`config.mk`:
```
export PLATFORM = sky130hd
export DESIGN_NAME = kdd_front
export DESIGN_NICKNAME = d
export VERILOG_FILES = /design/src/sv/kdd_pkg.sv /design/src/sv/kdd_front.sv
export SDC_FILE = /design/constraint.sdc
export NUM_CORES = 1
export LEC_CHECK = 0
export BUFFER_PORTS_ARGS = -buffer_cell sky130_fd_sc_hd__buf_4
export CAP_MARGIN = 10
export CORE_MARGIN = 1
export CORE_UTILIZATION = 50
export CTS_CLUSTER_DIAMETER = 80
export DETAILED_ROUTE_END_ITERATION = 16
export PLACE_DENSITY = 0.78
export SLEW_MARGIN = 10
export SYNTH_ARGS = -nofsm -noshare
export SYNTH_HDL_FRONTEND = slang
export SYNTH_SLANG_ARGS = --single-unit
```
`constraint.sdc`:
```
create_clock -name clk_i -period 7.45 [get_ports clk_i]
set_input_delay 0.3725 -clock clk_i [delete_from_list [all_inputs] [get_ports clk_i]]
set_output_delay 0.3725 -clock clk_i [all_outputs]
set_load 0.02 [all_outputs]
```
`src/sv/kdd_pkg.sv`:
```
// shared types and constants of the keypoint detection decoder
// depends on nothing; every other file imports it
`timescale 1ns / 1ps

package kdd_pkg;

  localparam int POINT_COUNT = 5;
  localparam int OFFSET_COLS = 2 * POINT_COUNT;
  localparam int VALUE_W     = 16;
  localparam int COORD_W     = 24;
  localparam int ANCHOR_W    = 15;
  localparam int CONF_W      = 15;
  localparam int LABEL_W     = 4;
  localparam int KIND_W      = 3;
  localparam int LEVEL_W     = 2;
  localparam int GRID_W      = 7;
  localparam int SIZE_W      = 11;
  localparam int THRESH_W    = 9;
  localparam int SCALE_W     = 24;
  localparam int DIM_W       = 16;
  localparam int CFG_IDX_W   = 3;
  localparam int CFG_DATA_W  = 24;
  localparam int NUM_LEVELS  = 3;
  localparam int KEY_COUNT   = 6;

  localparam logic [KIND_W-1:0]  KIND_BOX   = 3'd0;
  localparam logic [KIND_W-1:0]  KIND_LAST  = 3'd6;
  localparam logic [LEVEL_W-1:0] LEVEL_DONE = 2'd3;

  typedef enum logic [CFG_IDX_W-1:0] {
    REG_CONF_THRESHOLD = 3'd0,
    REG_INPUT_SIZE     = 3'd1,
    REG_INV_SCALE      = 3'd2,
    REG_OFFSET_X       = 3'd3,
    REG_OFFSET_Y       = 3'd4
  } cfg_reg_e;

  // one anchor that passed the threshold
  typedef struct packed {
    logic [OFFSET_COLS-1:0][VALUE_W-1:0] offsets;
    logic [GRID_W-1:0]                   grid_col;
    logic [GRID_W-1:0]                   grid_row;
    logic [LEVEL_W-1:0]                  level;
    logic [ANCHOR_W-1:0]                 anchor;
    logic [CONF_W-1:0]                   conf;
    logic [LABEL_W-1:0]                  class_idx;
    logic [LABEL_W-1:0]                  color_idx;
  } job_t;

endpackage

```
`src/sv/kdd_front.sv`:
```
// front end: walks rows and anchor grids, keeps best scores, queues passing anchors
// depends on kdd_pkg
`timescale 1ns / 1ps

module kdd_front import kdd_pkg::*; #(
  parameter int COLOR_COUNT    = 4,
  parameter int CLASS_COUNT    = 2,
  parameter int MAX_INPUT_SIZE = 1024
) (
  input  logic                       clk_i,
  input  logic                       rst_ni,
  input  logic                       in_valid_i,
  output logic                       in_ready_o,
  input  logic signed [VALUE_W-1:0]  value_i,
  input  logic                       frame_start_i,
  input  logic [THRESH_W-1:0]        conf_threshold_i,
  input  logic [SIZE_W-1:0]          input_size_i,
  output logic                       push_valid_o,
  input  logic                       push_ready_i,
  output job_t                       push_job_o
);

  localparam int CONF_COL  = OFFSET_COLS;
  localparam int COLOR_COL = CONF_COL + 1;
  localparam int CLASS_COL = COLOR_COL + COLOR_COUNT;
  localparam int ROW_LEN   = CLASS_COL + CLASS_COUNT;
  localparam int COL_W     = $clog2(ROW_LEN);
  localparam int OFF_W     = $clog2(OFFSET_COLS);
  localparam int SIDE_W    = GRID_W + 1;

  logic [COL_W-1:0]          col_q, col_d, col;
  logic [ANCHOR_W-1:0]       anchor_q, anchor_d, cur_anchor;
  logic [GRID_W-1:0]         gcol_q, gcol_d, cur_gcol;
  logic [GRID_W-1:0]         grow_q, grow_d, cur_grow;
  logic [LEVEL_W-1:0]        lvl_q, lvl_d, cur_lvl;
  logic [OFFSET_COLS-1:0][VALUE_W-1:0] off_q;
  logic signed [VALUE_W-1:0] conf_q, conf_d;
  logic signed [VALUE_W-1:0] bcol_score_q, bcol_score_d, bcls_score_q, bcls_score_d;
  logic [LABEL_W-1:0]        bcol_idx_q, bcol_idx_d, bcls_idx_q, bcls_idx_d;
  logic [SIZE_W-1:0]         eff_size;
  logic [LABEL_W-1:0]        sub_idx_col, sub_idx_cls;
  logic                      accept, row_end, hit;
  logic [LEVEL_W-1:0]        lvl1, lvl2;
  logic [GRID_W-1:0]         gcol1, grow1;
  logic [SIDE_W-1:0]         side1, gcol_inc, grow_inc;

  function automatic logic [SIDE_W-1:0] side_of(logic [SIZE_W-1:0] sz,
                                                logic [LEVEL_W-1:0] l);
    logic [SIZE_W-1:0] s;
    s = sz >> (3 + int'(l));
    return SIDE_W'(s);
  endfunction

  // next level with a non-empty grid, or done
  function automatic logic [LEVEL_W-1:0] skip_of(logic [SIZE_W-1:0] sz,
                                                 logic [LEVEL_W-1:0] l);
    logic [LEVEL_W-1:0] r;
    r = l;
    for (int k = 0; k < NUM_LEVELS; k++) begin
      if (r != LEVEL_DONE && side_of(sz, r) == '0) r = r + 1'b1;
    end
    return r;
  endfunction

  assign accept     = in_valid_i && in_ready_o;
  assign in_ready_o = push_ready_i;
  assign eff_size   = (input_size_i > SIZE_W'(MAX_INPUT_SIZE)) ? SIZE_W'(MAX_INPUT_SIZE)
                                                               : input_size_i;

  always_comb begin
    col        = frame_start_i ? '0 : col_q;
    cur_anchor = frame_start_i ? '0 : anchor_q;
    cur_gcol   = frame_start_i ? '0 : gcol_q;
    cur_grow   = frame_start_i ? '0 : grow_q;
    cur_lvl    = frame_start_i ? '0 : lvl_q;

    sub_idx_col = LABEL_W'(int'(col) - COLOR_COL);
    sub_idx_cls = LABEL_W'(int'(col) - CLASS_COL);

    conf_d       = conf_q;
    bcol_score_d = bcol_score_q;
    bcol_idx_d   = bcol_idx_q;
    bcls_score_d = bcls_score_q;
    bcls_idx_d   = bcls_idx_q;
    if (int'(col) == CONF_COL) begin
      conf_d = value_i;
    end else if (int'(col) >= COLOR_COL && int'(col) < CLASS_COL) begin
      if (sub_idx_col == '0 || value_i > bcol_score_q) begin
        bcol_score_d = value_i;
        bcol_idx_d   = sub_idx_col;
      end
    end else if (int'(col) >= CLASS_COL) begin
      if (sub_idx_cls == '0 || value_i > bcls_score_q) begin
        bcls_score_d = value_i;
        bcls_idx_d   = sub_idx_cls;
      end
    end

    row_end = (int'(col) + 1 >= ROW_LEN);

    // grid walk at the end of a row
    lvl1  = skip_of(eff_size, cur_lvl);
    gcol1 = (lvl1 != cur_lvl) ? '0 : cur_gcol;
    grow1 = (lvl1 != cur_lvl) ? '0 : cur_grow;
    side1 = side_of(eff_size, lvl1);
    hit   = (lvl1 != LEVEL_DONE) &&
            (conf_q >= $signed({{(VALUE_W-THRESH_W){1'b0}}, conf_threshold_i}));

    col_d    = row_end ? '0 : col + 1'b1;
    anchor_d = cur_anchor;
    gcol_d   = gcol1;
    grow_d   = grow1;
    lvl_d    = cur_lvl;
    gcol_inc = {1'b0, gcol1} + 1'b1;
    grow_inc = {1'b0, grow1} + 1'b1;
    lvl2     = lvl1;
    if (row_end) begin
      lvl_d = lvl1;
      if (lvl1 != LEVEL_DONE) begin
        anchor_d = cur_anchor + 1'b1;
        gcol_d   = GRID_W'(gcol_inc);
        if (gcol_inc >= side1) begin
          gcol_d = '0;
          grow_d = GRID_W'(grow_inc);
          if (grow_inc >= side1) begin
            grow_d = '0;
            lvl2   = lvl1 + 1'b1;
          end
        end
        lvl_d = skip_of(eff_size, lvl2);
        if (lvl_d != lvl2) begin
          gcol_d = '0;
          grow_d = '0;
        end
      end
    end

    push_valid_o         = accept && row_end && hit;
    push_job_o.offsets   = off_q;
    push_job_o.grid_col  = gcol1;
    push_job_o.grid_row  = grow1;
    push_job_o.level     = lvl1;
    push_job_o.anchor    = cur_anchor;
    push_job_o.conf      = CONF_W'(conf_q);
    push_job_o.class_idx = bcls_idx_d;
    push_job_o.color_idx = bcol_idx_d;
  end

  always_ff @(posedge clk_i or negedge rst_ni) begin
    if (!rst_ni) begin
      col_q        <= '0;
      anchor_q     <= '0;
      gcol_q       <= '0;
      grow_q       <= '0;
      lvl_q        <= '0;
      conf_q       <= '0;
      bcol_score_q <= '0;
      bcol_idx_q   <= '0;
      bcls_score_q <= '0;
      bcls_idx_q   <= '0;
    end else if (accept) begin
      col_q        <= col_d;
      anchor_q     <= anchor_d;
      gcol_q       <= gcol_d;
      grow_q       <= grow_d;
      lvl_q        <= lvl_d;
      conf_q       <= conf_d;
      bcol_score_q <= bcol_score_d;
      bcol_idx_q   <= bcol_idx_d;
      bcls_score_q <= bcls_score_d;
      bcls_idx_q   <= bcls_idx_d;
    end
  end

  always_ff @(posedge clk_i) begin
    if (accept && int'(col) < CONF_COL) begin
      off_q[col[OFF_W-1:0]] <= value_i;
    end
  end

endmodule

```
-- Yosys cells after proc, flatten, opt, wreduce, memory -nomap -nowiden
Index checks and enable logic that the tools add are counted.
- add/subtract/negate cells: 21
- magnitude comparators: 13
- eq/ne operators: 10
- shifts and indexed selects: 7
- mux-type cells: 48
- bitwise logic cells: 2
- reductions and logical operators: 26
- operators by type and width (cell ; count):
    $bwmux W160 ; 1
    $mux W7 ; 13
    $shr A11 B3 Y8 ; 7
    $demux W16 S4 ; 1
    $logic_not A8 Y1 ; 6
    $mux W15 ; 3
    $mux W2 ; 19
    $gt A16 B16 Y1 ; 2
    $mux W4 ; 7
    $add A2 B2 Y3 const A ; 7
    $add A7 B1 Y8 const B ; 2
    $ge A16 B10 Y1 ; 1
    $ge A8 B8 Y1 ; 2
    $mux W16 ; 1
    $add A15 B1 Y15 const B ; 1
    $add A2 B1 Y2 const B ; 7
    $ne A2 B2 Y1 const B ; 7
    $logic_and A1 B1 Y1 ; 13
    $gt A11 B11 Y1 const B ; 1
    $mux W11 ; 1
    $ge A5 B4 Y1 const B ; 2
    $lt A5 B4 Y1 const B ; 2
    $mux W5 ; 2
    $logic_not A4 Y1 ; 2
    13 further kinds ; 17
- bits in registers: 252
- input bits: 41
- output and inout bits: 216
- word-level logic and storage cells: 147

-- Depth between registers and ports, before layout
- depth after elaboration: 49
- depth in mapped cells: 41
- mapped depth without buffers: 38

-- Worst setup path before layout
OpenSTA, ideal clock, no wires.
- path kind: reg-to-reg
- start point: reg lvl_q[1]
- end point: reg grow_q[0]
- library setup time: 0.077 ns
- data arrival time: 7.983 ns
- data required time: 7.373 ns
- path slack: -0.610 ns
- cell stages (with the launch flop): 38
- path buffers: 4
- clock period less this slack: 8.060 ns
- cell sequence: dfrtp_1 > nand2b_1 > clkbuf_1 > inv_1 > ha_1 > or3_1 > nor3_1 > nor2_1 > ha_1 > or3_4 > nor2_1 > a32oi_1 > or2_1 > buf_6 > inv_4 > ha_1 > nor3_1 > a211oi_1 > (+2 left out) > nor3_1 > clkbuf_1 > and2_1 > ha_1 > nand3_1 > xor2_1 > nor2_1 > ha_1 > a21o_1 > nand2_1 > a32oi_1 > nand2b_1 > clkbuf_1 > a41o_1 > nor3b_1 > nor4_2 > o32ai_1 > a21oi_1
- RTL lines (item ; RTL line ; RTL):
    start: declaration ; kdd_front.sv:35 ; logic [LEVEL_W-1:0] lvl_q, lvl_d, cur_lvl;
    start signal: assignment ; kdd_front.sv:166 ; lvl_q <= lvl_d;
    end signal: assignment ; kdd_front.sv:165 ; grow_q <= grow_d;
    end: declaration ; kdd_front.sv:34 ; logic [GRID_W-1:0] grow_q, grow_d, cur_grow;

-- Worst setup path in the final report
- start point: reg lvl_q[0]
- end point: reg grow_q[4]
- longest elaborated chain between the ends: 49
- elaborated cells on any way between the ends: 70
- those cells by class: add/sub: 16; order compare: 2; eq/ne: 9; shift: 7; mux: 24; reduce/logical: 12
- ends and longest elaborated chain (item ; RTL line ; RTL):
    $mux W2 * ; kdd_front.sv:75 ; cur_lvl = frame_start_i ? '0 : lvl_q;
    $add A2 B2 Y3 ; kdd_front.sv:50 ; s = sz >> (3 + int'(l));
    $shr A11 B3 Y8 ; kdd_front.sv:50 ;
    $logic_not A8 Y1 ; kdd_front.sv:60 ; if (r != LEVEL_DONE && side_of(sz, r) == '0) r = r + 1'b1;
    $logic_and A1 B1 Y1 ; kdd_front.sv:60 ;
    $mux W2 ; kdd_front.sv:60 ;
    $add A2 B2 Y3 ; kdd_front.sv:50 ;
    $shr A11 B3 Y8 ; kdd_front.sv:50 ;
    (+33 left out) ; n/a ;
    $logic_and A1 B1 Y1 ; kdd_front.sv:60 ;
    $mux W2 ; kdd_front.sv:60 ;
    $mux W2 ; kdd_front.sv:119 ; if (lvl1 != LEVEL_DONE) begin
    $mux W2 ; kdd_front.sv:117 ; if (row_end) begin
    $ne A2 B2 Y1 ; kdd_front.sv:131 ; if (lvl_d != lvl2) begin
    $mux W7 ; kdd_front.sv:131 ;
    $mux W7 ; kdd_front.sv:119 ;
    $mux W7 * ; kdd_front.sv:117 ;
Mark *: on every way between the ends. The rest lies on a longest branch, timed or not. The select of a mux whose other input is x is not followed.
A chain may end at the register's enable or synchronous reset.

==> impl_results.rst <==
.. list-table::
   :header-rows: 1

   * - Metric
     - Value
   * - Outcome
     - complete, no violations
   * - Per-instance average area after synthesis
     - 12.2 µm²
   * - Utilization after layout
     - 0.653
   * - Arrival time reported for the critical path endpoint
     - 7450 ps
   * - Reported net switching power
     - 665 µW
   * - Clock insertion delay at the later pin of the skew report
     - 530 ps
   * - Die width
     - 156 µm
   * - TritonCTS clock tree
     - built
   * - Synth top area cells
     - sky130_fd_sc_hd__edfxtp_1 40%, sky130_fd_sc_hd__dfrtp_1 19%, sky130_fd_sc_hd__ha_1 7.4%
   * - Global-route wire length before repair
     - 46.5 mm
   * - Filler cells
     - 1761
   * - DRC viols
     - 0
   * - Wire length reported by the detailed router
     - 30.9 mm
   * - Most frequently used cell type in the post-synthesis netlist
     - sky130_fd_sc_hd__edfxtp_1
   * - Largest net degree at the start of global routing
     - 70
   * - Global-route usage over all layers
     - 0.248
   * - Maximum cell stage delay along the critical path
     - 440 ps
   * - Num ports
     - 257
   * - Proportion of power drawn by the clock network
     - 0.420
   * - Vias in the first global route
     - 8376
   * - Design internal power
     - 2310 µW
   * - Yosys top cell by area
     - sky130_fd_sc_hd__edfxtp_1
   * - Net switching share of the total power
     - 0.224
   * - Asr flop ratio synth
     - 0.365
   * - Final Net Count
     - 1365
   * - Standard cell area after detailed placement
     - 0.0143 mm²
   * - Count of different cell masters after synthesis
     - 76
   * - FF+latch count, synth
     - 252
   * - Startpoint type of the worst setup path
     - flop
   * - Clock slew at the register clock pins of the worst setup and hold paths
     - 80 ps
   * - Sequential-to-total area share from yosys stat
     - 0.597
   * - Final weighted congestion in routability-driven placement
     - 0.868
   * - Design area
     - 0.0153 mm²
   * - Normalized max-slew margin
     - 0.351
   * - Half-perimeter wire length after placement
     - 21.6 mm
   * - Hold violation total from the final report
     - 0
   * - Placement row count
     - 56
   * - Number of enable flip-flop cells after synthesis
     - 160
   * - Final clock period utilization by the worst path
     - 0.944
   * - Critical path fanouts, max
     - 10
   * - Global-route congestion overflow total
     - 0
   * - Yosys warning total
     - 0
   * - Clock Path Buffers
     - 3
   * - Count of mapped cells out of synthesis
     - 976
   * - Total setup violations reported at the end of the flow
     - 0
   * - Area of the die
     - 0.0244 mm²
   * - Via density per instance
     - 5.51
   * - Most used DFF post-synth
     - sky130_fd_sc_hd__edfxtp_1
   * - Number of sinks driven by the clock tree
     - 252
   * - Class of the tightest hold or removal check
     - in2reg
   * - Proportion of layout cells with a drive suffix above 1
     - 0.329
   * - Count of TritonRoute iterations in the first routing pass
     - 5
   * - Syn nets
     - 1087
   * - Fmax
     - 0.142 GHz
   * - Library cell used as clock root buffer
     - sky130_fd_sc_hd__clkbuf_16
   * - Final Critical Period
     - 7030 ps
   * - DR vias
     - 8762
   * - Number of routed nets with antenna violations
     - 0
   * - Crit. End Element
     - flop
   * - Setup Skew
     - 22.8 ps
   * - Routed wire per std cell
     - 19.4 µm
   * - Antenna cell count
     - 0
   * - Delay-heaviest family, CP
     - simple AND/OR/NAND/NOR gates
   * - Worst-path cell with the longest stage delay
     - sky130_fd_sc_hd__a2111o_1
   * - Growth of design area from synthesis to finish
     - 28.4%
   * - Height of the die
     - 156 µm
   * - Proportion of power drawn by combinational gates
     - 0.069
   * - Number of max-cap violations
     - 0
   * - Leakage
     - 0.00658 µW
   * - Final-report max-slew violation count
     - 0
   * - Initial standard-cell utilization of the core
     - 0.509
   * - Top post-synthesis cells by count
     - 160 x sky130_fd_sc_hd__edfxtp_1, 94 x sky130_fd_sc_hd__nand2_1, 92 x sky130_fd_sc_hd__dfrtp_1
   * - CORE AREA
     - 0.0234 mm²
   * - Critical path buffer and inverter count
     - 5
   * - H-tree levels
     - 1
   * - Initial antenna violation count
     - 0
   * - Peak supply drop
     - 154 µV
   * - Setup CP Type
     - reg2reg
   * - Total clock buffers created by CTS
     - 24
   * - Data required time at the worst endpoint
     - 7870 ps
   * - Slew at the pin with the worst max-slew slack
     - 974 ps
   * - Count of port buffers added during placement
     - 256
   * - DR iter-0 viols
     - 753
   * - Part of the power in registers
     - 0.511
   * - Power Density
     - 194 mW/mm²
   * - Synthesized cell area
     - 0.0119 mm²
   * - Top-area cell type share of the netlist area
     - 0.403
==> logic make-up after synthesis <==
kind of cell,synth area share
mux,0.0404
fa+ha+maj,0.0735
buf+inv,0.0416
xor+xnor,0.0242
compound gates,0.0958
flops,0.597
simple gates,0.128
==> power by group through the flow <==
stage,Sequential [µW],Clock [µW],Combinational (µW)
6_report,1520,1250,205
4_1_cts,1520,1260,200
3_3_place_gp,1540,0,195
3_5_place_dp,1540,0,198
5_1_grt,1520,1320,223
2_1_floorplan,1560,0,87.9
==> through the flow <==
stage / std cells / hold slack, ps / setup slack, ps / power (µW) / setup TNS (ps)
detailed placement: 1537 / 290 / -181 / 1740 / -1470
global placement: 1537 / 291 / 98.1 / 1740 / 0
CTS: 1582 / 137 / 9.24 / 2980 / 0
floorplan: 976 / 76.9 / 2.58 / 1640 / 0
finish: 1591 / 148 / 416 / 2970 / 0
global route: 1591 / 130 / -55.3 / 3060 / -127
==> layout by cell type (no fill, tap or decap), types with 4 or more instances in the layout <==
master | netlist | layout
sky130_fd_sc_hd__buf_4 | 16 | 296
sky130_fd_sc_hd__edfxtp_1 | 160 | 160
sky130_fd_sc_hd__nand2_1 | 94 | 94
sky130_fd_sc_hd__dfrtp_1 | 92 | 92
sky130_fd_sc_hd__ha_1 | 70 | 67
sky130_fd_sc_hd__inv_1 | 62 | 62
sky130_fd_sc_hd__o21ai_0 | 49 | 46
sky130_fd_sc_hd__nor2_1 | 45 | 42
sky130_fd_sc_hd__mux2_2 | 37 | 37
sky130_fd_sc_hd__nand3_1 | 29 | 27
sky130_fd_sc_hd__nor2b_1 | 28 | 27
sky130_fd_sc_hd__clkbuf_16 | 0 | 25
sky130_fd_sc_hd__a21oi_1 | 23 | 22
sky130_fd_sc_hd__nand4_1 | 18 | 18
sky130_fd_sc_hd__xor2_1 | 16 | 16
sky130_fd_sc_hd__nand2b_1 | 16 | 15
sky130_fd_sc_hd__xnor2_1 | 15 | 15
sky130_fd_sc_hd__nor3_1 | 19 | 14
sky130_fd_sc_hd__o21a_1 | 13 | 13
sky130_fd_sc_hd__and3_1 | 12 | 12
sky130_fd_sc_hd__and2_1 | 15 | 12
sky130_fd_sc_hd__a31oi_1 | 8 | 8
sky130_fd_sc_hd__nor4_1 | 9 | 6
sky130_fd_sc_hd__o31ai_1 | 6 | 6
sky130_fd_sc_hd__a22o_1 | 6 | 6
sky130_fd_sc_hd__clkinvlp_4 | 0 | 6
sky130_fd_sc_hd__mux2i_1 | 5 | 5
sky130_fd_sc_hd__o21ai_1 | 2 | 4
sky130_fd_sc_hd__nor2_2 | 1 | 4
sky130_fd_sc_hd__o211ai_1 | 4 | 4
sky130_fd_sc_hd__nor3_2 | 0 | 4
sky130_fd_sc_hd__o22ai_1 | 4 | 4
sky130_fd_sc_hd__clkbuf_1 | 24 | 4
==> per-layer routing <==
| layer | share of wire | track usage |
|---|---|---|
| met1 | 0.40 | 0.315 |
| met2 | 0.50 | 0.437 |
| met3 | 0.080 | 0.0415 |
| met4 | 0.021 | 0.0714 |
| met5 | 0 | 0 |
==> sequential cells by signal (all words and copies together) (netlist names) <==
register / flops
bcol_score_q: 16
conf_q: 16
lvl_q: 2
push_job_o: 160
bcls_score_q: 16
bcls_idx_q: 4
col_q: 5
grow_q: 7
anchor_q: 15
gcol_q: 7
bcol_idx_q: 4
==> path summary, 6_finish.rpt <==
| kind | cells past startpoint | startpoint | to | slack, ps |
|---|---|---|---|---|
| max | 37 | lvl_q[0]$_DFFE_PN0P_ | grow_q[4]$_DFFE_PN0P_ | 420 |
| min | 1 | value_i[0] | push_job_o[198]$_DFFE_PP_ | 150 |
| max reg2reg | 37 | lvl_q[0]$_DFFE_PN0P_ | grow_q[4]$_DFFE_PN0P_ | 420 |
| min reg2reg | 2 | bcls_idx_q[0]$_DFFE_PN0P_ | bcls_idx_q[0]$_DFFE_PN0P_ | 480 |
| max in group asynchronous | 3 | rst_ni | conf_q[13]$_DFFE_PN0P_ | 5950 |
| min in group asynchronous | 2 | rst_ni | bcol_score_q[13]$_DFFE_PN0P_ | 320 |
==> layout make-up <==
cell class,instances,area (µm²),area share
flip-flops and latches,252,7110,0.465
multi-input cells,614,4480,0.293
repair buffers,298,2240,0.147
clock buffers,29,641,0.0419
well taps,319,399,0.0261
inverters,64,243,0.0159
clock inverters,15,175,0.0115
==> repair_timing <==
action                                  in CTS  in global routing
buffers inserted                             0                  9
endpoints found under the setup margin       0                 16
resized for setup                            0                 24
hold buffers                                 1                  0
endpoints found under the hold margin       23                  0
==> worst reg2reg max path, delay by kind of cell, from the launching register on <==
family	cells	cell delay, ps
buf+inv	5	540
flops	1	430
fa+ha+maj	5	1150
compound gates	9	1950
xor+xnor	2	330
simple gates	16	2550
Note: power is estimated with default switching activity, not from simulation.
