**src/sv/kdd_pkg.sv**
```systemverilog
// shared types and constants of the keypoint detection decoder
// depends on nothing; every other file imports it
`timescale 1ns / 1ps

package kdd_pkg;

  localparam int POINT_COUNT = 5;
  localparam int OFFSET_COLS = 2 * POINT_COUNT;
  localparam int VALUE_W     = 16;
  localparam int COORD_W     = 24;
  localparam int ANCHOR_W    = 15;
  localparam int CONF_W      = 15;
  localparam int LABEL_W     = 4;
  localparam int KIND_W      = 3;
  localparam int LEVEL_W     = 2;
  localparam int GRID_W      = 7;
  localparam int SIZE_W      = 11;
  localparam int THRESH_W    = 9;
  localparam int SCALE_W     = 24;
  localparam int DIM_W       = 16;
  localparam int CFG_IDX_W   = 3;
  localparam int CFG_DATA_W  = 24;
  localparam int NUM_LEVELS  = 3;
  localparam int KEY_COUNT   = 6;

  localparam logic [KIND_W-1:0]  KIND_BOX   = 3'd0;
  localparam logic [KIND_W-1:0]  KIND_LAST  = 3'd6;
  localparam logic [LEVEL_W-1:0] LEVEL_DONE = 2'd3;

  typedef enum logic [CFG_IDX_W-1:0] {
    REG_CONF_THRESHOLD = 3'd0,
    REG_INPUT_SIZE     = 3'd1,
    REG_INV_SCALE      = 3'd2,
    REG_OFFSET_X       = 3'd3,
    REG_OFFSET_Y       = 3'd4
  } cfg_reg_e;

  // one anchor that passed the threshold
  typedef struct packed {
    logic [OFFSET_COLS-1:0][VALUE_W-1:0] offsets;
    logic [GRID_W-1:0]                   grid_col;
    logic [GRID_W-1:0]                   grid_row;
    logic [LEVEL_W-1:0]                  level;
    logic [ANCHOR_W-1:0]                 anchor;
    logic [CONF_W-1:0]                   conf;
    logic [LABEL_W-1:0]                  class_idx;
    logic [LABEL_W-1:0]                  color_idx;
  } job_t;

endpackage

```
**src/sv/kdd_queue.sv**
```systemverilog
// two-entry queue of anchors between front and back end
// depends on kdd_pkg
`timescale 1ns / 1ps

module kdd_queue import kdd_pkg::*; (
  input  logic clk_i,
  input  logic rst_ni,
  input  logic push_valid_i,
  output logic push_ready_o,
  input  job_t push_job_i,
  output logic pop_valid_o,
  input  logic pop_ready_i,
  output job_t pop_job_o
);

  job_t       mem_q [2];
  logic       wr_ptr_q, rd_ptr_q;
  logic [1:0] count_q;
  logic       do_push, do_pop;

  assign push_ready_o = (count_q != 2'd2);
  assign pop_valid_o  = (count_q != 2'd0);
  assign pop_job_o    = mem_q[rd_ptr_q];
  assign do_push      = push_valid_i && push_ready_o;
  assign do_pop       = pop_valid_o && pop_ready_i;

  always_ff @(posedge clk_i or negedge rst_ni) begin
    if (!rst_ni) begin
      wr_ptr_q <= 1'b0;
      rd_ptr_q <= 1'b0;
      count_q  <= '0;
    end else begin
      if (do_push) wr_ptr_q <= ~wr_ptr_q;
      if (do_pop)  rd_ptr_q <= ~rd_ptr_q;
      case ({do_push, do_pop})
        2'b10:   count_q <= count_q + 1'b1;
        2'b01:   count_q <= count_q - 1'b1;
        default: count_q <= count_q;
      endcase
    end
  end

  always_ff @(posedge clk_i) begin
    if (do_push) mem_q[wr_ptr_q] <= push_job_i;
  end

endmodule

```
**config.mk**
```make
export PLATFORM = sky130hd
export DESIGN_NAME = kdd_queue
export DESIGN_NICKNAME = d
export VERILOG_FILES = /design/src/sv/kdd_pkg.sv /design/src/sv/kdd_queue.sv
export SDC_FILE = /design/constraint.sdc
export NUM_CORES = 1
export LEC_CHECK = 0
export BUFFER_PORTS_ARGS = -buffer_cell sky130_fd_sc_hd__buf_2
export CAP_MARGIN = 20
export CORE_MARGIN = 2
export CORE_UTILIZATION = 45
export DETAILED_ROUTE_END_ITERATION = 8
export PLACE_DENSITY = 0.77
export SLEW_MARGIN = 15
export SYNTH_ARGS = -nofsm -noshare
export SYNTH_HDL_FRONTEND = slang
export SYNTH_SLANG_ARGS = --single-unit
```
**constraint.sdc**
```tcl
create_clock -name clk_i -period 33.3 [get_ports clk_i]
set_clock_uncertainty 0.15 [all_clocks]
set_input_delay 1.665 -clock clk_i [delete_from_list [all_inputs] [get_ports clk_i]]
set_output_delay 1.665 -clock clk_i [all_outputs]
set_load 0.005 [all_outputs]
```
## After elaboration in Yosys (flattened, before gate mapping)

Memories as Yosys holds them, arrays and structs flattened.
Index checks and enable logic that the tools add are counted.

| cells by class | value |
|---|---|
| $add $sub $neg | 2 |
| equality and inequality tests | 3 |
| muxes and demuxes | 3 |
| bitwise logic cells | 2 |
| reduce and logical (&&, ||, !) cells | 4 |

Operators by type and width:

| kind | number |
|---|---|
| $pmux W2 S2 | 1 |
| $reduce_bool A2 Y1 | 2 |
| $add A2 B1 Y2 const B | 1 |
| $eq A2 B1 Y1 const B | 1 |
| $eq A2 B2 Y1 const B | 1 |
| $logic_and A1 B1 Y1 | 2 |
| $mux W1 | 2 |
| $ne A2 B2 Y1 const B | 1 |
| $not A1 Y1 | 2 |
| $sub A2 B1 Y2 const B | 1 |

| word-level totals | value |
|---|---|
| flip-flop bits (word level) | 4 |
| memory bits (writable) | 428 |
| bits of input ports | 218 |
| output and inout bits | 216 |
| logic and storage cells | 18 |
| memories kept | 1 |

Memories:

| name | depth | width | read ports | clocked after memory_dff | wr ports | RTL line | text |
|---|---|---|---|---|---|---|---|
| mem_q | 2 | 214 | 1 | 0 | 1 | kdd_queue.sv:16 | `job_t mem_q [2];` |

## Logic depth before layout (Yosys ltp)

Gate-level depths: netlist (run 1).

| logic depth | value |
|---|---|
| word-level depth | 4 |
| depth in mapped cells | 6 |
| depth with buffers taken out | 6 |

## Least setup slack after synthesis (run 1)

OpenSTA, ideal clock, no wires.

| timing | value |
|---|---|
| kind | input -> register |
| start | input port push_valid_i |
| end | memory mem_q[0][0] (netlist name), enable pin |
| setup time | 792 ps |
| arrival | 10629 ps |
| data required time | 32358 ps |
| path slack | 21729 ps |
| stages on the path | 2 |
| cell sequence | nand2_1 nor2_1 |

| on the way | value |
|---|---|
| cells in the longest elaborated chain, start to end | 3 |

Ends and longest elaborated chain:

| item | RTL line | text |
|---|---|---|
| from (decl) | kdd_queue.sv:8 | `input logic push_valid_i,` |
| $logic_and A1 B1 Y1 | kdd_queue.sv:24 | `assign do_push = push_valid_i && push_ready_o;` |
| $mux W1 | kdd_queue.sv:44 | `if (do_push) mem_q[wr_ptr_q] <= push_job_i;` |
| $mux W1 (implied by the code) | kdd_queue.sv:44 |  |
| to (decl) | kdd_queue.sv:16 |  |

No other way between the ends.

==> results of run 1 <==
## worst max-delay path, delay by kind of cell (launching register included)
kind | cells | cell delay, ns
buffers and inverters | 3 | 1.85
DFF | 1 | 0.83
muxes | 1 | 0.36
## layout make-up
type,instances,area [µm²]
flip-flops and latches,432,13000
diodes,6,15.0
repair buffers,442,2230
multi-input cells,227,3080
fillers,2666,15300
clock buffers,54,1170
clock inverters,24,195
well taps,461,577
## state kept, by name, indices dropped and copies added, names as in the netlist
register	flops
count_q	2
mem_q	428
rd_ptr_q	1
wr_ptr_q	1
## per-stage QoR
| step | cell area [µm²] | setup slack (ns) |
|---|---|---|
| global placement | 18800 | 28.37 |
| finish | 20200 | 27.77 |
| detailed placement | 18800 | 28.31 |
| global route | 20200 | 27.60 |
| CTS | 20200 | 27.74 |
| floorplan | 16300 | 21.73 |
## power groups by stage
stage	clock, W	sequential (W)	combinational (W)
CTS	0.000474	0.000789	0.000521
global placement	0	0.000794	0.000512
finish	0.000461	0.000787	0.000511
global route	0.000494	0.000798	0.000547
detailed placement	0	0.000800	0.000519
floorplan	0	0.000813	0.000347
## final timing paths
kind / startpoint / endpoint / slack, ns / cells after the start
max reg2reg: count_q[0] / mem_q[0][131] / 30.05 / 5
max: rd_ptr_q / pop_job_o[131] / 27.77 / 4
max in group asynchronous: rst_ni / rd_ptr_q / 32.09 / 1
min: count_q[1] / count_q[1] / 0.35 / 1
min reg2reg: count_q[1] / count_q[1] / 0.35 / 1
min in group asynchronous: rst_ni / count_q[0] / 0.78 / 1
## logic make-up after synthesis
group         count (synthesis)
xor+xnor                      5
fa+ha+maj                     1
buf+inv                      24
flops                       432
mux                         214
simple gates                  7
## per-layer routing
metal	share of wire [%]	wire length (µm)	up-vias	track usage, %
li1	-	-	3662	-
met1	37	12300	3997	19.5
met2	52	17000	336	29.0
met3	7.5	2460	65	4.96
met4	3.0	984	0	6.43
met5	0	0	-	0
## layout by cell type (no fill, tap or decap)
cell / synthesis / routed
mux2_4: 150 / 150
and2_1: 1 / 1
clkbuf_16: 0 / 45
ha_1: 1 / 1
bufinv_16: 0 / 3
dfrtp_4: 0 / 1
and3_4: 0 / 1
buf_4: 0 / 9
edfxtp_1: 428 / 428
or2_2: 1 / 1
nand2b_1: 1 / 1
clkbuf_8: 0 / 1
clkinv_4: 0 / 2
mux2_2: 64 / 64
clkbuf_1: 0 / 8
nor2_1: 2 / 1
nor2_4: 0 / 1
clkinv_2: 0 / 13
xor2_1: 2 / 2
xnor2_1: 3 / 3
dfrtp_1: 4 / 3
diode_2: 0 / 6
nand2_1: 1 / 1
clkinv_1: 0 / 6
buf_2: 6 / 433
==> impl_results.md, run 1 <==
* Status: completed
* Reg clk slew, reported paths at around 0.050 ns
* TNS Setup at 0 ns
* Port bufs at 433
* Total grt overflow at 0
* Netlist cell types at 15
* Worst VDD drop at 0.0622 mV
* Die H at 194 µm
* Fin util at 56.9%
* Worst setup SP type: register
* Resized Gates After CTS at 0
* Area contributors post-synth: edfxtp_1 79%, mux2_4 14%, mux2_2 4.4%
* Routed vias/inst at ~4.9
* Fin. Hold Viols at 0
* Critical path endpoint category: output port
* Nets at 1366
* Mapped Cells at 683
* Post-DRT Antenna Nets at 0
* First-pass GRT wire length at 48400 µm
* Maximum fanout along the worst path at between 60 and 70
* Die Wd at roughly 190 µm
* DP HPWL at 22500 µm
* Rel. slew slack at 25.5%
* Layout cells sized above 1 at between 60% and 70%
* Unrepaired setup endpoints after global routing: no
* Post-CTS Hold Buffers at 0
* Setup Crit Path Kind: reg2out
* Clock sinks at about 430
* PnR Total Power at 0.00176 W
* Initial antenna violation count at 7
* Clock share of power at a little over a quarter
* Post-Route WL at 32800 µm
* Starting DRT DRC Count at 444
* CP max stage cell: buf_4
* Main combinational cell family by area after synthesis: multiplexers
* Sequential share of the synthesized area at between 70% and 80%
* Clock buffer depth at 3
* Fin cells at ~1.6k
* Initial core utilization at 45.7%
* Rows at 69
* P_sw at 0.000471 W
* Critical path required time at roughly 31 ns
* Yosys top cell by area: edfxtp_1
* CTS tree: yes
* Ys flop type: edfxtp_1
* TritonRoute pass-1 iters at 4
* XOR/XNOR share of the synthesized area at 0.269%
* H-tree depth at 2
* Cell Area, Synth at 16300 µm²
* Max Freq at around 0.18 GHz
* Die area at 37600 µm²
* Count of pins over their slew limit at 0
* Area Overhead vs Synth at 24.5%
* Net Sw Frac at 26.8%
* Total number of vias at ~8.1k
* Residual DRC at 0
* CP most frequent cell: buf_4
* Post-synthesis compound-gate area fraction at 0%
* Share of async-settable or async-resettable flops after synthesis at less than 1%
* Syn avg cell area at 23.8 µm²
* Multiplexer share of the synthesized area at between 10% and 20%
* Postcts setup bufs at 0
* Post-Synth Adder-Cell Area at 0.0770%
* Combinational Power Share at 29.0%
* Final setup vio count at 0
* Core Region at 35600 µm²
* MaxCap Viol Count at 0
* Min cycle time layout at 5.53 ns
* CP peak stage delay at 0.88 ns
* Top-count cell post-synth: edfxtp_1
* Worst min-delay path class: reg2reg
* Root buffer cell: clkbuf_16
* Number of flops mapped to enable cells by yosys at 428
* Final period util at 16.6%
* Wirelength per Cell at 19.9 µm
* Synth Register Bits at about 430
* Post-synth top cells: 428 x edfxtp_1, 150 x mux2_4, 64 x mux2_2
* PwrDens at 87.0 nW/µm²
* Post-synthesis simple-gate area fraction at 0.223%
* Boundary pin count at 434
* WP data arrival at around 3.7 ns
* Internal at 0.00129 W
* Vias in the first global route at roughly 8.5k
* Critical-path cell list: buf_4 -> buf_4 -> mux2_4 -> buf_2
* Seq pwr share at 44.7%
* Inserted Clock Buffers at 44
* Mapped Nets at 902
* Top cell type's share of synthesized area at 79.1%
* Minimum hold slack at 0.351 ns
* GR Util All Layers at between 15 and 20%
* Worst-Skew Late Latency at between 0.5 and 0.6 ns
* Pin count of the biggest net entering global routing at 79
* Leakage power at 7.97 nW
* Warnings, synthesis at 0
* Dpl cells at 1562
* Placer Congestion at between 0.7 and 0.8
* Worst Tran Pin Value at around 1.1 ns
(Power assumes the default switching activity.)
==> run 2, diff against run 1 <==
--- a/config.mk
+++ b/config.mk
@@ -5,6 +5,7 @@
 export SDC_FILE = /design/constraint.sdc
 export NUM_CORES = 1
 export LEC_CHECK = 0
+export ABC_AREA = 1
 export BUFFER_PORTS_ARGS = -buffer_cell sky130_fd_sc_hd__buf_2
 export CAP_MARGIN = 20
 export CORE_MARGIN = 2
==> constraint.sdc (replaced) <==
create_clock -name clk_i -period 5.81 [get_ports clk_i]
set_clock_uncertainty 0.15 [all_clocks]
set_input_delay 0.2905 -clock clk_i [delete_from_list [all_inputs] [get_ports clk_i]]
set_output_delay 0.2905 -clock clk_i [all_outputs]
set_load 0.005 [all_outputs]
==> run 2 against run 1 <==
  * Wire length increased by 26%
  * Synthesized area decreased by 2.5%
  * Utilization increased by 6.8 points
  * Cell area increased by 9.0%
  * Via count increased by 39%
  * Critical path depth increased by 1
  * Hold slack got worse by 0.019 ns
  * Synthesized cell count increased by 68%
  * Cell count increased by 40%
  * First-iteration DRC count increased by 69%
==> impl_results.md, run 2 <==
* Worst hold endpoint: mem_q[1][4]
* Placer Congestion at 0.839
* PnR Total Power at 0.0105 W
* Die Wd at 192 µm
* Initial antenna violation count at 4
* Leading cell type in the layout, fill and taps excluded: nand2_1
* Rows at 68
* Post-Route WL at 41400 µm
* Post-CTS Hold Buffers at 218
* Starting DRT DRC Count at roughly 750
* Share of async-settable or async-resettable flops after synthesis at 0.926%
* Boundary pin count at 434
* Pin count of the biggest net entering global routing at approximately 110
* Max reg flops at 428
* Root buffer cell: clkbuf_16
* Biggest regs: mem_q: 428 flops, count_q: 2 flops
* Die H at 192 µm
* Worst-Skew Late Latency at 0.53 ns
* GR Util All Layers at 21.8%
* CTS tree: yes
* Final period util at a little under three fifths
* Unrepaired setup endpoints after global routing: no
* Postcts setup bufs at 0
* Vias in the first global route at 11.5k
* Initial core utilization at 45.7%
* DP HPWL at 23700 µm
* Top-count cell post-synth: nand2_1
* CP most frequent cell: nand2_1
* Post-synth top cells: 652 x nand2_1, 428 x edfxtp_1, 27 x buf_2
* Residual DRC at 0
* Min cycle time layout at ~3.3 ns
* WP buf/inv at 3
* H-tree depth at 2
* Maximum fanout along the worst path at 110
* Fin. Hold Viols at 0
* Top cell type's share of synthesized area at approximately four fifths
* Top Family by Delay on Critical Path: buffers and inverters
* Syn avg cell area at 13.8 µm²
* Core Region at 34600 µm²
* Minimum hold slack at 0.332 ns
* Critical path required time at 5.37 ns
* PwrDens at 474 nW/µm²
* Capture point of the worst reg-to-reg path: mem_q[1][71]
* Clock sinks at 432
* Most used cells in the layout excluding fill and tap cells: 652 x nand2_1, 433 x buf_2, 428 x edfxtp_1, 218 x dlygate4sd3_1, 45 x clkbuf_16
* Hold Crit Start: push_job_i[4]
* First-pass GRT wire length at 61300 µm
* Hold path cells at 2
* CP peak stage delay at 0.71 ns
* Mapped Nets at about 1.4k
* Final setup vio count at 0
* Yosys top cell by area: edfxtp_1
* Area Overhead vs Synth at 39.2%
* Worst VDD drop at roughly 0.36 mV
* Reg clk slew, reported paths at 0.06 ns
* Ys flop type: edfxtp_1
* Worst min-delay path class: in2reg
* Fillers at around 2.3k
* Nets at 2023
* R2r setup slk at 3.09 ns
* Setup Crit Path Kind: reg2out
* Total grt overflow at 0
* Mapped Cells at 1147
* Critical path endpoint category: output port
* Count of pins over their slew limit at 0
* Reg2reg path depth at 6
* Netlist cell types at 15
* Sequential share of the synthesized area at 81.8%
* Worst Tran Pin Value at 1.03 ns
* CP max stage cell: dfrtp_4
* Warnings, synthesis at 0
* Rel. slew slack at 31.3%
* Worst setup SP type: register
* Fin util at ~64%
* Critical-path cell list: inv_6 -> buf_12 -> nand2_1 -> nand2_1 -> buf_2
* Layout cells sized above 1 at 27.7%
* MaxCap Viol Count at 0
* Port bufs at roughly 430
* Reg with most FFs: mem_q
* Post-DRT Antenna Nets at 0
* Leakage power at 9.44 nW
* TritonRoute pass-1 iters at 5
* Wirelength per Cell at 18.0 µm
* Routed vias/inst at 4.89
* Synth Register Bits at 432
* Resized Gates After CTS at 0
* Number of flops mapped to enable cells by yosys at 428
* Cell Area, Synth at 15800 µm²
* Status: completed
* Max Freq at between 0.3 and 0.4 GHz
* Die area at about 37000 µm²
* WP data arrival at 2.82 ns
* Worst r2r src: count_q[0]
* Clock buffer depth at 3
* Inserted Clock Buffers at 42
* Area contributors post-synth: edfxtp_1 81%, nand2_1 15%, buf_6 1.2%
* Total number of vias at 11.2k
[run 2: routing by layer]
layer | part of all wire, % | routed length, µm | GRT usage [%] | vias to the layer above
li1 | - | - | - | 5199
met3 | 9.5 | 3920 | 5.90 | 86
met2 | 51 | 21100 | 38.6 | 598
met4 | 3.4 | 1400 | 8.52 | 0
met5 | 0 | 0 | 0 | -
met1 | 36 | 15000 | 25.3 | 5353
[run 2: worst reg2reg max path, stage by stage (launching register included)]
cell     delay, ns
dfrtp_1       0.39
inv_1         0.08
nand2_1       0.11
nand2_1       0.17
nor2_4        0.11
buf_4         0.47
buf_4         0.79
[run 2: per-stage QoR]
step | setup slack [ns] | instances | instance area [µm²] | TNS (ns)
after floorplan | -1.03 | 1147 | 15800 | -439.18
after global placement | 3.08 | 1997 | 18300 | 0
after detailed placement | 3.07 | 1997 | 18300 | 0
after CTS | 2.48 | 2293 | 22000 | 0
after global routing | 2.36 | 2296 | 22000 | 0
final | 2.55 | 2297 | 22100 | 0
[run 2: cell type report]
cell class	instances	area (µm²)	share of cell area [%]
sequential	432	13000	58.8
clock inverter	21	333	1.51
tap	455	569	2.58
clock buffer	57	1180	5.36
timing repair buffer	660	4450	20.2
antenna	4	10.0	0.0454
inverter	7	31.3	0.142
multi-input combinational	661	2520	11.4
[run 2: where the power goes]
part,total [W],internal (W),switching [W]
sequential,0.00449,0.00426,0.000229
clock,0.00295,0.00183,0.00112
combinational,0.00301,0.00106,0.00196
total,0.0105,0.00715,0.00331
[run 2: worst max-delay path by stage]
| stage | slack (ns) | endpoint | cells past startpoint | start |
|---|---|---|---|---|
| after floorplan | -1.03 | mem_q[1][0] | 4 | count_q[0] |
| after global routing | 2.36 | pop_job_o[92] | 5 | rd_ptr_q |
| final | 2.55 | pop_job_o[108] | 5 | rd_ptr_q |
| after detailed placement | 3.07 | pop_job_o[117] | 5 | rd_ptr_q |
| after CTS | 2.48 | pop_job_o[117] | 5 | rd_ptr_q |
| after global placement | 3.08 | pop_job_o[117] | 5 | rd_ptr_q |
[run 2: cells by family (layout without fill, tap and decap cells)]
family	Yosys count	in the layout	share of synthesized area (%)
xor+xnor	1	1	0.0553
buf+inv	54	745	2.43
other cells	0	4	0
flops	432	432	81.8
fa+ha+maj	1	1	0.0790
simple gates	658	658	15.6
compound gates	1	1	0.0316
==> run 3, diff against run 2 <==
==> constraint.sdc (replaced) <==
create_clock -name clk_i -period 3.2 [get_ports clk_i]
set_clock_uncertainty 0.15 [all_clocks]
set_input_delay 0.16 -clock clk_i [delete_from_list [all_inputs] [get_ports clk_i]]
set_output_delay 0.16 -clock clk_i [all_outputs]
set_load 0.005 [all_outputs]
==> run 3 against run 2 <==
  * Critical path depth fell by 1
  * Combinational power up 89%
  * Hold slack got worse by 0.15 ns
  * Die area unchanged
  * Cell count is 0.35% higher
  * Flip-flop and latch count unchanged
  * Global-route usage increased by 0.54 points
  * Utilization fell by 0.18 points
  * Critical endpoint is now pop_job_o[105]
==> impl_results.md, run 3 (synthesized netlist as in run 2, its figures left out) <==
* Status: completed
* Reg clk slew, reported paths at around 0.060 ns
* Post-Route WL at 42200 µm
* Maximum fanout along the worst path at 215
* Starting DRT DRC Count at 617
* Inserted Clock Buffers at 44
* Post-DRT Antenna Nets at 0
* Dpl ws at ~1.2 ns
* Worst min-delay path class: in2reg
* Initial core utilization at 45.7%
* Worst setup margin at about 0.53 ns
* Core Region at approximately 35000 µm²
* GR Util All Layers at 22.4%
* Root buffer cell: clkbuf_16
* Initial antenna violation count at 4
* Postcts setup bufs at 0
* WP data arrival at 2.36 ns
* Min cycle time layout at 2.67 ns
* Leading cell type in the layout, fill and taps excluded: nand2_1
* Worst r2r src: count_q[0]
* Critical path endpoint category: output port
* Reg with most FFs: mem_q
* Final period util at 83.4%
* Critical path required time at 2.89 ns
* Reg2reg path depth at 5
* Final setup vio count at 0
* Nets at around 2.0k
* Area Overhead vs Synth at 38.8%
* DP HPWL at ~23000 µm
* Most used cells in the layout excluding fill and tap cells: 650 x nand2_1, 433 x buf_2, 428 x edfxtp_1, 218 x dlygate4sd3_1, 45 x clkbuf_16
* Clock sinks at 432
* CTS tree: yes
* Worst setup SP type: register
* Hold Crit Start: push_job_i[194]
* Pin count of the biggest net entering global routing at 216
* Total grt overflow at 0
* Rel. slew slack at 33.2%
* Die Wd at 192 µm
* H-tree depth at 2
* Count of pins over their slew limit at 0
* Placer Congestion at around 0.81
* Routed vias/inst at 4.94
* TritonRoute pass-1 iters at 5
* Unrepaired setup endpoints after global routing: no
* Port bufs at 433
* PwrDens at 847 nW/µm²
* Rows at 68
* Die H at 192 µm
* Worst-Skew Late Latency at 0.56 ns
* R2r setup slk at 1.31 ns
* Residual DRC at 0
* Biggest regs: mem_q: 428 flops, count_q: 2 flops
* Die area at 36700 µm²
* Capture point of the worst reg-to-reg path: mem_q[0][83]
* First-pass GRT wire length at ~63000 µm
* Wirelength per Cell at 18.3 µm
* Max reg flops at 428
* Fin. Hold Viols at 0
* Vias in the first global route at 11.8k
* Setup Crit Path Kind: reg2out
* Fillers at around 2.3k
* MaxCap Viol Count at 0
* Layout cells sized above 1 at 27.8%
* Leakage power at roughly 9.4 nW
* Worst VDD drop at 0.805 mV
* Total number of vias at 11.4k
* Boundary pin count at about 430
* PnR Total Power at 0.0186 W
* Worst hold endpoint: mem_q[1][194]
* Worst Tran Pin Value at 1.00 ns
* Clock buffer depth at 3
* Hold path cells at 2
* Max Freq at about 0.37 GHz
[run 3: changes by cell type in the layout (fill, tap and decap cells not counted), sizes merged]
cell	delta
buf	+4
bufinv	-7
clkbuf	+1
clkinv	+7
clkinvlp	-2
diode	+1
inv	+4
[run 3: critical path: stages (launching register included)]
cell and delay (ns):
dfrtp_4 0.45, buf_12 0.66, nand2_1 0.15, nand2_1 0.22
buf_2 0.15
[run 3: layer usage]
metal | vias up | routed length [µm] | global-route usage, %
met5 | - | 0 | 0
met2 | 686 | 21800 | 39.9
li1 | 5215 | - | -
met1 | 5379 | 14600 | 24.5
met4 | 0 | 1490 | 9.97
met3 | 103 | 4350 | 6.76
[run 3: area by class of cell]
type / count / area [µm²] / share of cell area (%)
sequential: 432 / 13000 / 58.9
clock inverter: 23 / 179 / 0.814
timing repair buffer: 664 / 4530 / 20.6
multi-input combinational: 661 / 2530 / 11.5
antenna: 5 / 12.5 / 0.0569
clock buffer: 58 / 1170 / 5.34
tap: 455 / 569 / 2.59
inverter: 7 / 31.3 / 0.142
[run 3: how the worst max path moves through the flow]
stage | startpoint | to | slack (ns)
final | rd_ptr_q | pop_job_o[105] | 0.53
after detailed placement | rd_ptr_q | pop_job_o[31] | 1.23
after global placement | rd_ptr_q | pop_job_o[31] | 1.23
after floorplan | count_q[0] | mem_q[1][0] | -1.13
after CTS | rd_ptr_q | pop_job_o[12] | 0.61
after global routing | rd_ptr_q | pop_job_o[105] | 0.44
[run 3: what timing repair did]
action                                 in CTS  in global routing
endpoints found under the hold margin     435                  0
hold buffers                              218                  0
gates resized for setup                     0                  0
[run 3: through the flow]
step                      hold WS [ns]  cells  utilization, %  TNS (ns)  cell area (µm²)
after global placement          -0.180   2001            53.3         0            18400
after detailed placement        -0.169   2001            53.3         0            18400
final                            0.180   2305            63.5         0            22000
after global routing             0.162   2304            63.5         0            22000
after CTS                        0.140   2300            63.5         0            22000
after floorplan                 -0.286   1147               -   -479.62            15900
[run 3: report_power, final]
part	internal, W	switching [W]
Sequential	0.00773	0.000344
Clock	0.00277	0.00209
Combinational	0.00200	0.00369
Total	0.0125	0.00612
